[config.mk]
export PLATFORM = sky130hd
export DESIGN_NAME = content_range_resume_check_flat
export DESIGN_NICKNAME = d
export VERILOG_FILES = /design/src/rtl/crrc_pkg.sv /design/src/rtl/crrc_if.sv /design/src/rtl/crrc_cfg_regs.sv /design/src/rtl/crrc_parser.sv /design/src/rtl/crrc_finish.sv /design/src/rtl/content_range_resume_check.sv /design/src/flat_wrapper.sv
export SDC_FILE = /design/constraint.sdc
export NUM_CORES = 2
export LEC_CHECK = 0
export BUFFER_PORTS_ARGS = -buffer_cell sky130_fd_sc_hd__buf_2
export CAP_MARGIN = 25
export CORE_MARGIN = 8
export CORE_UTILIZATION = 60
export CTS_BUF_LIST = sky130_fd_sc_hd__clkbuf_4 sky130_fd_sc_hd__clkbuf_8
export DETAILED_ROUTE_END_ITERATION = 16
export PLACE_DENSITY_LB_ADDON = 0.12
export SKIP_CTS_REPAIR_TIMING = 1
export SYNTH_ARGS = -nofsm -noshare
export SYNTH_HDL_FRONTEND = slang
export SYNTH_HIERARCHICAL = 1
export SYNTH_SLANG_ARGS = --single-unit
[constraint.sdc]
create_clock -name clk -period 25.4 [get_ports clk]
set_clock_uncertainty 0.15 [all_clocks]
set_input_delay 2.54 -clock clk [delete_from_list [all_inputs] [get_ports clk]]
set_output_delay 2.54 -clock clk [all_outputs]
set_load 0.01 [all_outputs]
[src/rtl/crrc_pkg.sv]
`timescale 1ns / 1ps
// Shared types and constants for the Content-Range resume check.
// Depends on nothing; every other file of the block uses it.
package crrc_pkg;

  // Widths of the channel fields.
  localparam int unsigned BYTE_W     = 8;
  localparam int unsigned VAL_W      = 64;
  localparam int unsigned STATUS_W   = 10;
  localparam int unsigned OFFSET_W   = 63;
  localparam int unsigned CFG_IDX_W  = 1;
  localparam int unsigned CFG_DATA_W = 64;
  localparam int unsigned PIECES     = 3;

  typedef logic [CFG_IDX_W-1:0] cfg_idx_t;
  typedef logic [1:0]           verdict_t;
  typedef logic [VAL_W-1:0]     acc_t;

  // Configuration register indexes.
  localparam cfg_idx_t CFG_STATUS = 1'd0;
  localparam cfg_idx_t CFG_OFFSET = 1'd1;

  localparam logic [STATUS_W-1:0] STATUS_RESET   = 10'd200;
  localparam logic [STATUS_W-1:0] STATUS_PARTIAL = 10'd206;

  // Resume verdict codes.
  localparam verdict_t VERDICT_HONOURED = 2'd0;
  localparam verdict_t VERDICT_FULL     = 2'd1;
  localparam verdict_t VERDICT_UNUSABLE = 2'd2;

  // Largest accumulator that may still take one more digit (limit / 10).
  localparam acc_t ACC_LIMIT_DIV10 = 64'd922337203685477580;

  // Value that stands for an unknown or unparsable number, and that minus one.
  localparam acc_t VAL_NONE       = 64'hFFFF_FFFF_FFFF_FFFF;
  localparam acc_t VAL_NONE_MINUS = 64'hFFFF_FFFF_FFFF_FFFE;

  // Status of one number while it is collected.
  typedef struct packed {
    logic sign;
    logic neg;
    logic digit;
    logic closed;
    logic bad;
  } piece_flags_t;

  // Parser state taken at the last byte of a header.
  typedef struct packed {
    logic                          at_total;
    piece_flags_t [PIECES-1:0]     flags;
    logic [PIECES-1:0][VAL_W-1:0]  acc;
  } snap_t;

  // Configuration as seen by the result logic.
  typedef struct packed {
    logic [STATUS_W-1:0] status;
    logic [OFFSET_W-1:0] offset;
  } cfg_t;

endpackage

[src/rtl/crrc_if.sv]
`timescale 1ns / 1ps
// Handshake interfaces for the header byte, result and configuration channels.
// Depends on crrc_pkg for field widths.

interface crrc_in_if;
  logic                         valid;
  logic                         ready;
  logic [crrc_pkg::BYTE_W-1:0]  header_byte;
  logic                         byte_valid;
  logic                         is_last;
  modport source (output valid, header_byte, byte_valid, is_last, input ready);
  modport sink (input valid, header_byte, byte_valid, is_last, output ready);
endinterface

interface crrc_out_if;
  logic                             valid;
  logic                             ready;
  logic                             parsed_ok;
  logic signed [crrc_pkg::VAL_W-1:0] first_value;
  logic signed [crrc_pkg::VAL_W-1:0] last_value;
  logic signed [crrc_pkg::VAL_W-1:0] total_value;
  crrc_pkg::verdict_t               verdict;
  modport source (output valid, parsed_ok, first_value, last_value, total_value, verdict,
                  input ready);
  modport sink (input valid, parsed_ok, first_value, last_value, total_value, verdict,
                output ready);
endinterface

interface crrc_cfg_if;
  logic                            valid;
  logic                            ready;
  crrc_pkg::cfg_idx_t              index;
  logic [crrc_pkg::CFG_DATA_W-1:0] data;
  modport source (output valid, index, data, input ready);
  modport sink (input valid, index, data, output ready);
endinterface

[src/rtl/crrc_cfg_regs.sv]
`timescale 1ns / 1ps
// Configuration registers: response status code and requested resume offset.
// Depends on crrc_pkg and crrc_cfg_if.
module crrc_cfg_regs (
  input  logic            clk,
  input  logic            rst_n,
  crrc_cfg_if.sink        cfg_chan,
  output crrc_pkg::cfg_t  cfg
);

  logic [crrc_pkg::STATUS_W-1:0] status_r, status_nxt;
  logic [crrc_pkg::OFFSET_W-1:0] offset_r, offset_nxt;
  logic                          wr_en;

  // Writes are always taken.
  assign cfg_chan.ready = 1'b1;
  assign wr_en          = cfg_chan.valid;

  // Decode the register index.
  always_comb begin
    status_nxt = status_r;
    offset_nxt = offset_r;
    if (wr_en) begin
      case (cfg_chan.index)
        crrc_pkg::CFG_STATUS: status_nxt = cfg_chan.data[crrc_pkg::STATUS_W-1:0];
        crrc_pkg::CFG_OFFSET: offset_nxt = cfg_chan.data[crrc_pkg::OFFSET_W-1:0];
        default: ;
      endcase
    end
  end

  always_ff @(posedge clk) begin
    if (!rst_n) begin
      status_r <= crrc_pkg::STATUS_RESET;
      offset_r <= '0;
    end else begin
      status_r <= status_nxt;
      offset_r <= offset_nxt;
    end
  end

  assign cfg.status = status_r;
  assign cfg.offset = offset_r;

endmodule

[src/rtl/crrc_parser.sv]
`timescale 1ns / 1ps
// Byte parser: tracks the header phase, matches the unit and accumulates the numbers.
// Depends on crrc_pkg and crrc_in_if; hands a state snapshot to crrc_finish.
module crrc_parser (
  input  logic             clk,
  input  logic             rst_n,
  crrc_in_if.sink          in_chan,
  output crrc_pkg::snap_t  snap,
  output logic             snap_valid,
  input  logic             snap_ready
);

  // Parse phases.
  localparam logic [2:0] PH_LEAD       = 3'd0;
  localparam logic [2:0] PH_UNIT       = 3'd1;
  localparam logic [2:0] PH_RANGE_LEAD = 3'd2;
  localparam logic [2:0] PH_FIRST      = 3'd3;
  localparam logic [2:0] PH_LAST       = 3'd4;
  localparam logic [2:0] PH_TOTAL      = 3'd5;
  localparam logic [2:0] PH_FAIL       = 3'd6;

  localparam logic [2:0] UNIT_LEN = 3'd5;
  localparam logic [2:0] UNIT_BAD = 3'd7;

  localparam logic [1:0] PIECE_FIRST = 2'd0;
  localparam logic [1:0] PIECE_LAST  = 2'd1;
  localparam logic [1:0] PIECE_TOTAL = 2'd2;

  typedef struct packed {
    crrc_pkg::piece_flags_t flags;
    crrc_pkg::acc_t         acc;
  } piece_t;

  logic [2:0]                                   phase_r, phase_nxt;
  logic [2:0]                                   cnt_r, cnt_nxt;
  crrc_pkg::piece_flags_t [crrc_pkg::PIECES-1:0] flags_r, flags_nxt;
  logic [crrc_pkg::PIECES-1:0][crrc_pkg::VAL_W-1:0] acc_r, acc_nxt;
  logic                                         snap_valid_r, snap_valid_nxt;
  crrc_pkg::snap_t                              snap_r, snap_nxt;

  logic       accept;
  logic       feed;
  logic [7:0] c;
  logic       ws;
  logic [7:0] lc;
  logic [1:0] piece_sel;
  logic       piece_wr;
  piece_t     piece_in;
  piece_t     piece_out;

  // Expected letters of the unit, in lower case.
  function automatic logic [7:0] unit_char(input logic [2:0] idx);
    logic [7:0] ch;
    case (idx)
      3'd0:    ch = 8'h62;
      3'd1:    ch = 8'h79;
      3'd2:    ch = 8'h74;
      3'd3:    ch = 8'h65;
      3'd4:    ch = 8'h73;
      default: ch = 8'h00;
    endcase
    return ch;
  endfunction

  // One byte into one number: sign, digits with overflow check, closing whitespace.
  function automatic piece_t feed_piece(input piece_t p, input logic [7:0] ch,
                                        input logic is_ws);
    piece_t         r;
    logic           started;
    logic [3:0]     d;
    crrc_pkg::acc_t thr;
    r       = p;
    started = p.flags.sign | p.flags.digit;
    d       = ch[3:0];
    if (p.flags.neg) begin
      thr = (d <= 4'd8) ? crrc_pkg::ACC_LIMIT_DIV10 : crrc_pkg::ACC_LIMIT_DIV10 - 64'd1;
    end else begin
      thr = (d <= 4'd7) ? crrc_pkg::ACC_LIMIT_DIV10 : crrc_pkg::ACC_LIMIT_DIV10 - 64'd1;
    end
    if (!p.flags.bad) begin
      if (is_ws) begin
        if (started) r.flags.closed = 1'b1;
      end else if (p.flags.closed) begin
        r.flags.bad = 1'b1;
      end else if (!started && (ch == 8'h2B || ch == 8'h2D)) begin
        r.flags.sign = 1'b1;
        r.flags.neg  = (ch == 8'h2D);
      end else if (ch >= 8'h30 && ch <= 8'h39) begin
        if (p.acc > thr) begin
          r.flags.bad = 1'b1;
        end else begin
          r.acc = (p.acc << 3) + (p.acc << 1) + {60'd0, d};
        end
        r.flags.digit = 1'b1;
      end else begin
        r.flags.bad = 1'b1;
      end
    end
    return r;
  endfunction

  assign in_chan.ready = !snap_valid_r || snap_ready;
  assign accept        = in_chan.valid && in_chan.ready;
  assign feed          = accept && in_chan.byte_valid;
  assign c             = in_chan.header_byte;
  assign ws            = (c == 8'h20) || (c >= 8'h09 && c <= 8'h0D);
  assign lc            = (c >= 8'h41 && c <= 8'h5A) ? c + 8'h20 : c;

  // The number that the current phase feeds.
  always_comb begin
    case (phase_r)
      PH_LAST:  piece_sel = PIECE_LAST;
      PH_TOTAL: piece_sel = PIECE_TOTAL;
      default:  piece_sel = PIECE_FIRST;
    endcase
  end

  assign piece_in.flags = flags_r[piece_sel];
  assign piece_in.acc   = acc_r[piece_sel];
  assign piece_out      = feed_piece(piece_in, c, ws);

  // Phase and unit tracking.
  always_comb begin
    phase_nxt = phase_r;
    cnt_nxt   = cnt_r;
    piece_wr  = 1'b0;
    if (feed) begin
      case (phase_r)
        PH_LEAD, PH_UNIT: begin
          if (!(phase_r == PH_LEAD && ws)) begin
            phase_nxt = PH_UNIT;
            if (c == 8'h20) begin
              phase_nxt = (cnt_r == UNIT_LEN) ? PH_RANGE_LEAD : PH_FAIL;
            end else if (cnt_r < UNIT_LEN) begin
              cnt_nxt = (lc == unit_char(cnt_r)) ? cnt_r + 3'd1 : UNIT_BAD;
            end else begin
              cnt_nxt = UNIT_BAD;
            end
          end
        end
        PH_RANGE_LEAD: begin
          if (!ws) begin
            if (c == 8'h2D || c == 8'h2F) begin
              phase_nxt = PH_FAIL;
            end else begin
              phase_nxt = PH_FIRST;
              piece_wr  = 1'b1;
            end
          end
        end
        PH_FIRST: begin
          if (c == 8'h2D)      phase_nxt = PH_LAST;
          else if (c == 8'h2F) phase_nxt = PH_FAIL;
          else                 piece_wr  = 1'b1;
        end
        PH_LAST: begin
          if (c == 8'h2F) phase_nxt = PH_TOTAL;
          else            piece_wr  = 1'b1;
        end
        PH_TOTAL: piece_wr = 1'b1;
        default: ;
      endcase
    end
  end

  // Write back the number that took the byte.
  always_comb begin
    flags_nxt = flags_r;
    acc_nxt   = acc_r;
    if (piece_wr) begin
      flags_nxt[piece_sel] = piece_out.flags;
      acc_nxt[piece_sel]   = piece_out.acc;
    end
  end

  // Snapshot on the last byte; it waits until the result stage takes it.
  always_comb begin
    snap_valid_nxt = snap_valid_r && !snap_ready;
    snap_nxt       = snap_r;
    if (accept && in_chan.is_last) begin
      snap_valid_nxt    = 1'b1;
      snap_nxt.at_total = (phase_nxt == PH_TOTAL);
      snap_nxt.flags    = flags_nxt;
      snap_nxt.acc      = acc_nxt;
    end
  end

  always_ff @(posedge clk) begin
    if (!rst_n) begin
      phase_r      <= PH_LEAD;
      cnt_r        <= '0;
      flags_r      <= '0;
      acc_r        <= '0;
      snap_valid_r <= 1'b0;
    end else begin
      snap_valid_r <= snap_valid_nxt;
      if (accept && in_chan.is_last) begin
        phase_r <= PH_LEAD;
        cnt_r   <= '0;
        flags_r <= '0;
        acc_r   <= '0;
      end else begin
        phase_r <= phase_nxt;
        cnt_r   <= cnt_nxt;
        flags_r <= flags_nxt;
        acc_r   <= acc_nxt;
      end
    end
  end

  always_ff @(posedge clk) begin
    snap_r <= snap_nxt;
  end

  assign snap       = snap_r;
  assign snap_valid = snap_valid_r;

  // A header end always leaves a snapshot and a cleared parser behind.
  a_last_snap: assert property (@(posedge clk) disable iff (!rst_n)
    accept && in_chan.is_last |=> snap_valid_r)
    else $error("last byte left no snapshot");

  a_last_clear: assert property (@(posedge clk) disable iff (!rst_n)
    accept && in_chan.is_last |=> phase_r == PH_LEAD && cnt_r == 3'd0)
    else $error("parser not cleared after last byte");

  // The unit counter only runs past the unit length when it marks a mismatch.
  a_cnt_range: assert property (@(posedge clk) disable iff (!rst_n)
    cnt_r <= UNIT_LEN || cnt_r == UNIT_BAD)
    else $error("unit counter out of range");

endmodule

[src/rtl/crrc_finish.sv]
`timescale 1ns / 1ps
// Result path: turns a parser snapshot into signed values, then into the verdict.
// Depends on crrc_pkg and crrc_out_if; fed by crrc_parser and crrc_cfg_regs.
module crrc_finish (
  input  logic             clk,
  input  logic             rst_n,
  input  crrc_pkg::snap_t  snap,
  input  logic             snap_valid,
  output logic             snap_ready,
  input  crrc_pkg::cfg_t   cfg,
  crrc_out_if.source       out_chan
);

  // Value stage.
  logic            s2_valid_r, s2_valid_nxt;
  logic            s2_parsed_r, s2_is206_r;
  crrc_pkg::acc_t  s2_first_r, s2_last_r, s2_total_r, s2_total_m1_r;
  logic            parsed_nxt, is206_nxt, use_parse;
  crrc_pkg::acc_t  first_nxt, last_nxt, total_nxt, total_m1_nxt;
  logic [crrc_pkg::PIECES-1:0]      ok;
  logic [crrc_pkg::PIECES-1:0][crrc_pkg::VAL_W-1:0] val;

  // Output register.
  logic               out_valid_r, out_valid_nxt;
  logic               out_parsed_r;
  crrc_pkg::acc_t     out_first_r, out_last_r, out_total_r;
  crrc_pkg::verdict_t out_verdict_r, verdict_nxt;

  logic out_free, s2_free, s2_adv, snap_take;
  logic first_is_off, last_is_end, total_pos, first_zero;

  // Stall chain: each stage moves when the one after it has room.
  assign out_free   = !out_valid_r || out_chan.ready;
  assign s2_adv     = s2_valid_r && out_free;
  assign s2_free    = !s2_valid_r || out_free;
  assign snap_ready = s2_free;
  assign snap_take  = snap_valid && s2_free;

  // Signed values of the three numbers.
  always_comb begin
    for (int p = 0; p < crrc_pkg::PIECES; p++) begin
      ok[p]  = snap.flags[p].digit && !snap.flags[p].bad;
      val[p] = !ok[p] ? crrc_pkg::VAL_NONE
             : (snap.flags[p].neg ? (~snap.acc[p] + 64'd1) : snap.acc[p]);
    end
  end

  assign is206_nxt  = (cfg.status == crrc_pkg::STATUS_PARTIAL);
  assign use_parse  = is206_nxt && snap.at_total;
  assign parsed_nxt = use_parse && ok[0] && ok[1];
  assign first_nxt  = use_parse ? val[0] : crrc_pkg::VAL_NONE;
  assign last_nxt   = use_parse ? val[1] : crrc_pkg::VAL_NONE;
  assign total_nxt  = use_parse ? val[2] : crrc_pkg::VAL_NONE;

  // Total minus one straight from the accumulator: for a negative total it is ~acc.
  always_comb begin
    if (use_parse && ok[2]) begin
      total_m1_nxt = snap.flags[2].neg ? ~snap.acc[2] : snap.acc[2] - 64'd1;
    end else begin
      total_m1_nxt = crrc_pkg::VAL_NONE_MINUS;
    end
  end

  assign s2_valid_nxt = snap_take || (s2_valid_r && !out_free);

  always_ff @(posedge clk) begin
    if (!rst_n) begin
      s2_valid_r <= 1'b0;
    end else begin
      s2_valid_r <= s2_valid_nxt;
    end
  end

  always_ff @(posedge clk) begin
    if (snap_take) begin
      s2_parsed_r   <= parsed_nxt;
      s2_is206_r    <= is206_nxt;
      s2_first_r    <= first_nxt;
      s2_last_r     <= last_nxt;
      s2_total_r    <= total_nxt;
      s2_total_m1_r <= total_m1_nxt;
    end
  end

  // Resume verdict.
  assign first_is_off = (s2_first_r == {1'b0, cfg.offset});
  assign last_is_end  = (s2_last_r == s2_total_m1_r);
  assign total_pos    = !s2_total_r[crrc_pkg::VAL_W-1] && (s2_total_r != '0);
  assign first_zero   = (s2_first_r == '0);

  always_comb begin
    if (s2_parsed_r && first_is_off && (s2_total_r[crrc_pkg::VAL_W-1] || last_is_end)) begin
      verdict_nxt = crrc_pkg::VERDICT_HONOURED;
    end else if (s2_is206_r &&
                 !(s2_parsed_r && first_zero && total_pos && last_is_end)) begin
      verdict_nxt = crrc_pkg::VERDICT_UNUSABLE;
    end else begin
      verdict_nxt = crrc_pkg::VERDICT_FULL;
    end
  end

  assign out_valid_nxt = s2_adv || (out_valid_r && !out_chan.ready);

  always_ff @(posedge clk) begin
    if (!rst_n) begin
      out_valid_r <= 1'b0;
    end else begin
      out_valid_r <= out_valid_nxt;
    end
  end

  always_ff @(posedge clk) begin
    if (s2_adv) begin
      out_parsed_r  <= s2_parsed_r;
      out_first_r   <= s2_first_r;
      out_last_r    <= s2_last_r;
      out_total_r   <= s2_total_r;
      out_verdict_r <= verdict_nxt;
    end
  end

  assign out_chan.valid       = out_valid_r;
  assign out_chan.parsed_ok   = out_parsed_r;
  assign out_chan.first_value = out_first_r;
  assign out_chan.last_value  = out_last_r;
  assign out_chan.total_value = out_total_r;
  assign out_chan.verdict     = out_verdict_r;

  // An item that did not parse is never honoured.
  a_unparsed_not_honoured: assert property (@(posedge clk) disable iff (!rst_n)
    out_valid_r && !out_parsed_r |-> out_verdict_r != crrc_pkg::VERDICT_HONOURED)
    else $error("unparsed header honoured");

  // A value stage blocked by a full output keeps its item.
  a_s2_hold: assert property (@(posedge clk) disable iff (!rst_n)
    s2_valid_r && !out_free |=> s2_valid_r && $stable(s2_first_r) && $stable(s2_total_r))
    else $error("value stage lost an item under stall");

  // Only a status of 206 can yield a parsed result.
  a_parsed_206: assert property (@(posedge clk) disable iff (!rst_n)
    s2_valid_r && s2_parsed_r |-> s2_is206_r)
    else $error("parsed without partial status");

endmodule

[src/rtl/content_range_resume_check.sv]
`timescale 1ns / 1ps
// Top level of the Content-Range resume check.
// Depends on crrc_pkg, crrc_if, crrc_cfg_regs, crrc_parser and crrc_finish.
//
//  Channel    Dir  Handshake          Item
//  in_chan    in   valid/ready        header_byte, byte_valid, is_last
//  out_chan   out  valid/ready        parsed_ok, first/last/total_value, verdict
//  cfg_chan   in   valid/ready        index (0 status_code, 1 resume_offset), data
//
// One header byte is taken every cycle while in_chan.ready is high; the byte updates the
// parser state directly. After the last byte is taken, the result passes the snapshot
// register, the value register and the verdict/output register, in that order.
// Reset (rst_n low, synchronous) sets status_code to 200, resume_offset to 0 and
// empties the parser and all stages. A stalled output holds its result; the stages
// behind it fill up and in_chan.ready drops once the snapshot register is occupied.
module content_range_resume_check (
  input  logic        clk,
  input  logic        rst_n,
  crrc_in_if.sink     in_chan,
  crrc_out_if.source  out_chan,
  crrc_cfg_if.sink    cfg_chan
);

  crrc_pkg::cfg_t  cfg;
  crrc_pkg::snap_t snap;
  logic            snap_valid;
  logic            snap_ready;

  crrc_cfg_regs u_cfg (
    .clk      (clk),
    .rst_n    (rst_n),
    .cfg_chan (cfg_chan),
    .cfg      (cfg)
  );

  crrc_parser u_parser (
    .clk        (clk),
    .rst_n      (rst_n),
    .in_chan    (in_chan),
    .snap       (snap),
    .snap_valid (snap_valid),
    .snap_ready (snap_ready)
  );

  crrc_finish u_finish (
    .clk        (clk),
    .rst_n      (rst_n),
    .snap       (snap),
    .snap_valid (snap_valid),
    .snap_ready (snap_ready),
    .cfg        (cfg),
    .out_chan   (out_chan)
  );

endmodule
[src/flat_wrapper.sv]
// flat-port wrapper written by rule: the top's interface ports become plain ports
module content_range_resume_check_flat 
  (clk, rst_n, in_chan_valid, in_chan_header_byte, in_chan_byte_valid, in_chan_is_last, in_chan_ready, out_chan_valid, out_chan_parsed_ok, out_chan_first_value, out_chan_last_value, out_chan_total_value, out_chan_verdict, out_chan_ready, cfg_chan_valid, cfg_chan_index, cfg_chan_data, cfg_chan_ready);
  crrc_in_if in_chan_i ();
  crrc_out_if out_chan_i ();
  crrc_cfg_if cfg_chan_i ();
  input  logic clk;
  input  logic rst_n;
  input wire logic [$bits(in_chan_i.valid)-1:0] in_chan_valid;
  input wire logic [$bits(in_chan_i.header_byte)-1:0] in_chan_header_byte;
  input wire logic [$bits(in_chan_i.byte_valid)-1:0] in_chan_byte_valid;
  input wire logic [$bits(in_chan_i.is_last)-1:0] in_chan_is_last;
  output wire logic [$bits(in_chan_i.ready)-1:0] in_chan_ready;
  output wire logic [$bits(out_chan_i.valid)-1:0] out_chan_valid;
  output wire logic [$bits(out_chan_i.parsed_ok)-1:0] out_chan_parsed_ok;
  output wire logic [$bits(out_chan_i.first_value)-1:0] out_chan_first_value;
  output wire logic [$bits(out_chan_i.last_value)-1:0] out_chan_last_value;
  output wire logic [$bits(out_chan_i.total_value)-1:0] out_chan_total_value;
  output wire logic [$bits(out_chan_i.verdict)-1:0] out_chan_verdict;
  input wire logic [$bits(out_chan_i.ready)-1:0] out_chan_ready;
  input wire logic [$bits(cfg_chan_i.valid)-1:0] cfg_chan_valid;
  input wire logic [$bits(cfg_chan_i.index)-1:0] cfg_chan_index;
  input wire logic [$bits(cfg_chan_i.data)-1:0] cfg_chan_data;
  output wire logic [$bits(cfg_chan_i.ready)-1:0] cfg_chan_ready;
  assign in_chan_i.valid = in_chan_valid;
  assign in_chan_i.header_byte = in_chan_header_byte;
  assign in_chan_i.byte_valid = in_chan_byte_valid;
  assign in_chan_i.is_last = in_chan_is_last;
  assign in_chan_ready = in_chan_i.ready;
  assign out_chan_valid = out_chan_i.valid;
  assign out_chan_parsed_ok = out_chan_i.parsed_ok;
  assign out_chan_first_value = out_chan_i.first_value;
  assign out_chan_last_value = out_chan_i.last_value;
  assign out_chan_total_value = out_chan_i.total_value;
  assign out_chan_verdict = out_chan_i.verdict;
  assign out_chan_i.ready = out_chan_ready;
  assign cfg_chan_i.valid = cfg_chan_valid;
  assign cfg_chan_i.index = cfg_chan_index;
  assign cfg_chan_i.data = cfg_chan_data;
  assign cfg_chan_ready = cfg_chan_i.ready;
  content_range_resume_check u_core (.clk(clk), .rst_n(rst_n), .in_chan(in_chan_i), .out_chan(out_chan_i), .cfg_chan(cfg_chan_i));
endmodule
==> out/qor.yml <==
cts-buffers-inserted: 153
core_um2: 78500
setup-violations-final: 0
fmax_mhz: 137
avgRoutedWirePerCell_um: 23.6
area_growth_syn_to_layout_pct: 11.4
netlist_instances: 4247
worstRegToRegCells: 16
antenna_left: 0
drt-vias-per-instance: 6.09
synthesis.nets: 4463
cts_tree: "built"
cpMaxStageDelayCell: "a31oi_1"
reg2reg_from: "u_core/u_parser/phase_r[0]"
crit_family: "compound AO/OA/AOI/OAI gates"
cts.reportedPaths.clkPinSlew_ns: 0.07
clock-root-buffer: "clkbuf_8"
fin_cells: 5663
die_y_um: 296
num_vias: 34510
startpoint_type: "primary input"
rows: 103
grt_start_max_net_pins: 103
die_area_um2: 87900
dp_hpwl_um: 100000
setup_tns_ns: 0
grt_pass1_wl_um: 195000
hold_path_startpoint: "u_core/u_finish/s2_total_r[33]"
critical_path_arrival_ns: 7.62
fp.dieW_um: 296
relSlewSlack_pct: 20.4
worstPathRequired_ns: 25.74
maxCapViolations: 0
min_period_ns: 7.28
dp.cells: 5367
cts_buffer_depth: 3
dr.first_iter.drc_count: 3731
worst-path-buf-inv: 2
crit_path_start: "in_chan_header_byte[3]"
worst_pin_slew_ns: 1.18
first_pass_iters: 6
crit_path_end_kind: "flip-flop"
wl_um: 134000
fin_ws_ns: 18.12
dpl_cell_area_um2: 49200
final_cell_mix: "edfxtp_1, nand2_1, dfxtp_1, buf_2, xor2_1"
min_path_type: "flip-flop to flip-flop"
critical_path_class: "primary input to flip-flop"
start_util_pct: 60.1
cpPeakStageDelay_ns: 0.79
place_worst_setup_slack_ns: 17.52
gr-total-overflow: 0
n_fill_cell: 6023
first_global_vias: 31824
path_cells: "buf_2 > fa_1 > inv_1 > fa_1 > nor2b_1 > o2111ai_1 > a31oi_1 > a2111oi_0 > a211oi_1 > a41oi_1 > nor3_1 > o21ai_0 > a31oi_1 > a21oi_1"
p_per_area_nw_per_um2: 60.3
critPathMaxFanout: 10
worstHoldPathCells: 0
layout-drive-gt1-share_pct: 17.6
status: "completed"
finalMaxSlewViolations: 0
track_usage_pct: 29.4
syn_area_um2: 47200
syn_area_per_cell_um2: 11.1
min_period_over_period_pct: 28.7
hold_viol: 0
layout.nets: 4693
ir_worst_vdd_mv: 0.0506
final_area_um2: 52600
cts.sinks: 944
worstSkewPairLatency_ns: 0.81
synth_warnings: 6
p_leak_uw: 0.0177
io_buffer_count: 275
antenna_found_initial: 5
gp_congestion: 0.964
layout_commonest_cell: "edfxtp_1"
drc: 0
ios: 278
rsz0062_at_grt: "false"
htree_levels: 4
cp.depth: 14
[stage by stage]
stage | utilization (%) | power, µW | hold WS (ns)
floorplan | - | 1780 | 0.267
global placement | 62.7 | 1810 | 0.282
detailed placement | 62.7 | 1810 | 0.285
CTS | 66.8 | 3180 | 0.283
global route | 67.0 | 3260 | 0.300
finish | 67.0 | 3170 | 0.281
[where the power goes]
part           switching (µW)  internal, µW
Clock                     622           759
Sequential               21.7          1650
Combinational            74.3          36.5
[worst register-to-register path: cells and delay by family, from the launching register on]
family                   cells  cell delay, ns
AO/OA/AOI/OAI                8            3.25
adder cells (fa/ha/maj)      2            0.65
buffers and inverters        2            0.90
flip-flops                   1            0.53
multiplexers                 2            0.76
AND/OR/NAND/NOR              2            0.56
[area by class of cell]
class                           count  area [µm²]  share of cell area [%]
Multi-Input combinational cell   2962       20400                    38.8
Antenna cell                        7        17.5                  0.0333
Sequential cell                   944       25500                    48.4
Inverter                           98         375                   0.714
Clock buffer                      217        2660                    5.05
Tap cell                         1050        1310                    2.50
Timing Repair Buffer              318        1740                    3.31
Clock inverter                     67         621                    1.18
[state kept, by name, indices dropped and copies added, names as in the netlist, 2 cells and up]
signal,flops
u_core/u_cfg/offset_r,63
u_core/u_cfg/status_r,10
u_core/u_finish/out_chan.first_value,64
u_core/u_finish/out_chan.last_value,64
u_core/u_finish/out_chan.total_value,64
u_core/u_finish/out_chan.verdict,2
u_core/u_finish/s2_first_r,64
u_core/u_finish/s2_last_r,64
u_core/u_finish/s2_total_m1_r,64
u_core/u_finish/s2_total_r,64
u_core/u_parser/acc_r,192
u_core/u_parser/cnt_r,3
u_core/u_parser/flags_r,15
u_core/u_parser/phase_r,3
u_core/u_parser/snap,202
[routing by layer]
metal | vias to the layer above | track usage, % | part of all wire [%]
li1 | 16140 | - | -
met1 | 16514 | 42.5 | 43
met2 | 1636 | 44.3 | 44
met3 | 218 | 5.83 | 10
met4 | 2 | 10.4 | 3.4
met5 | - | 0 | 0.014
[path summary, 6_finish.rpt]
kind	endpoint	slack, ns
max	u_core/u_parser/snap[180]	18.12
min	u_core/u_finish/out_chan.total_value[33]	0.28
max reg2reg	u_core/u_parser/snap[180]	18.28
min reg2reg	u_core/u_finish/out_chan.total_value[33]	0.28
No activity file was read; power rests on OpenSTA's default activity.
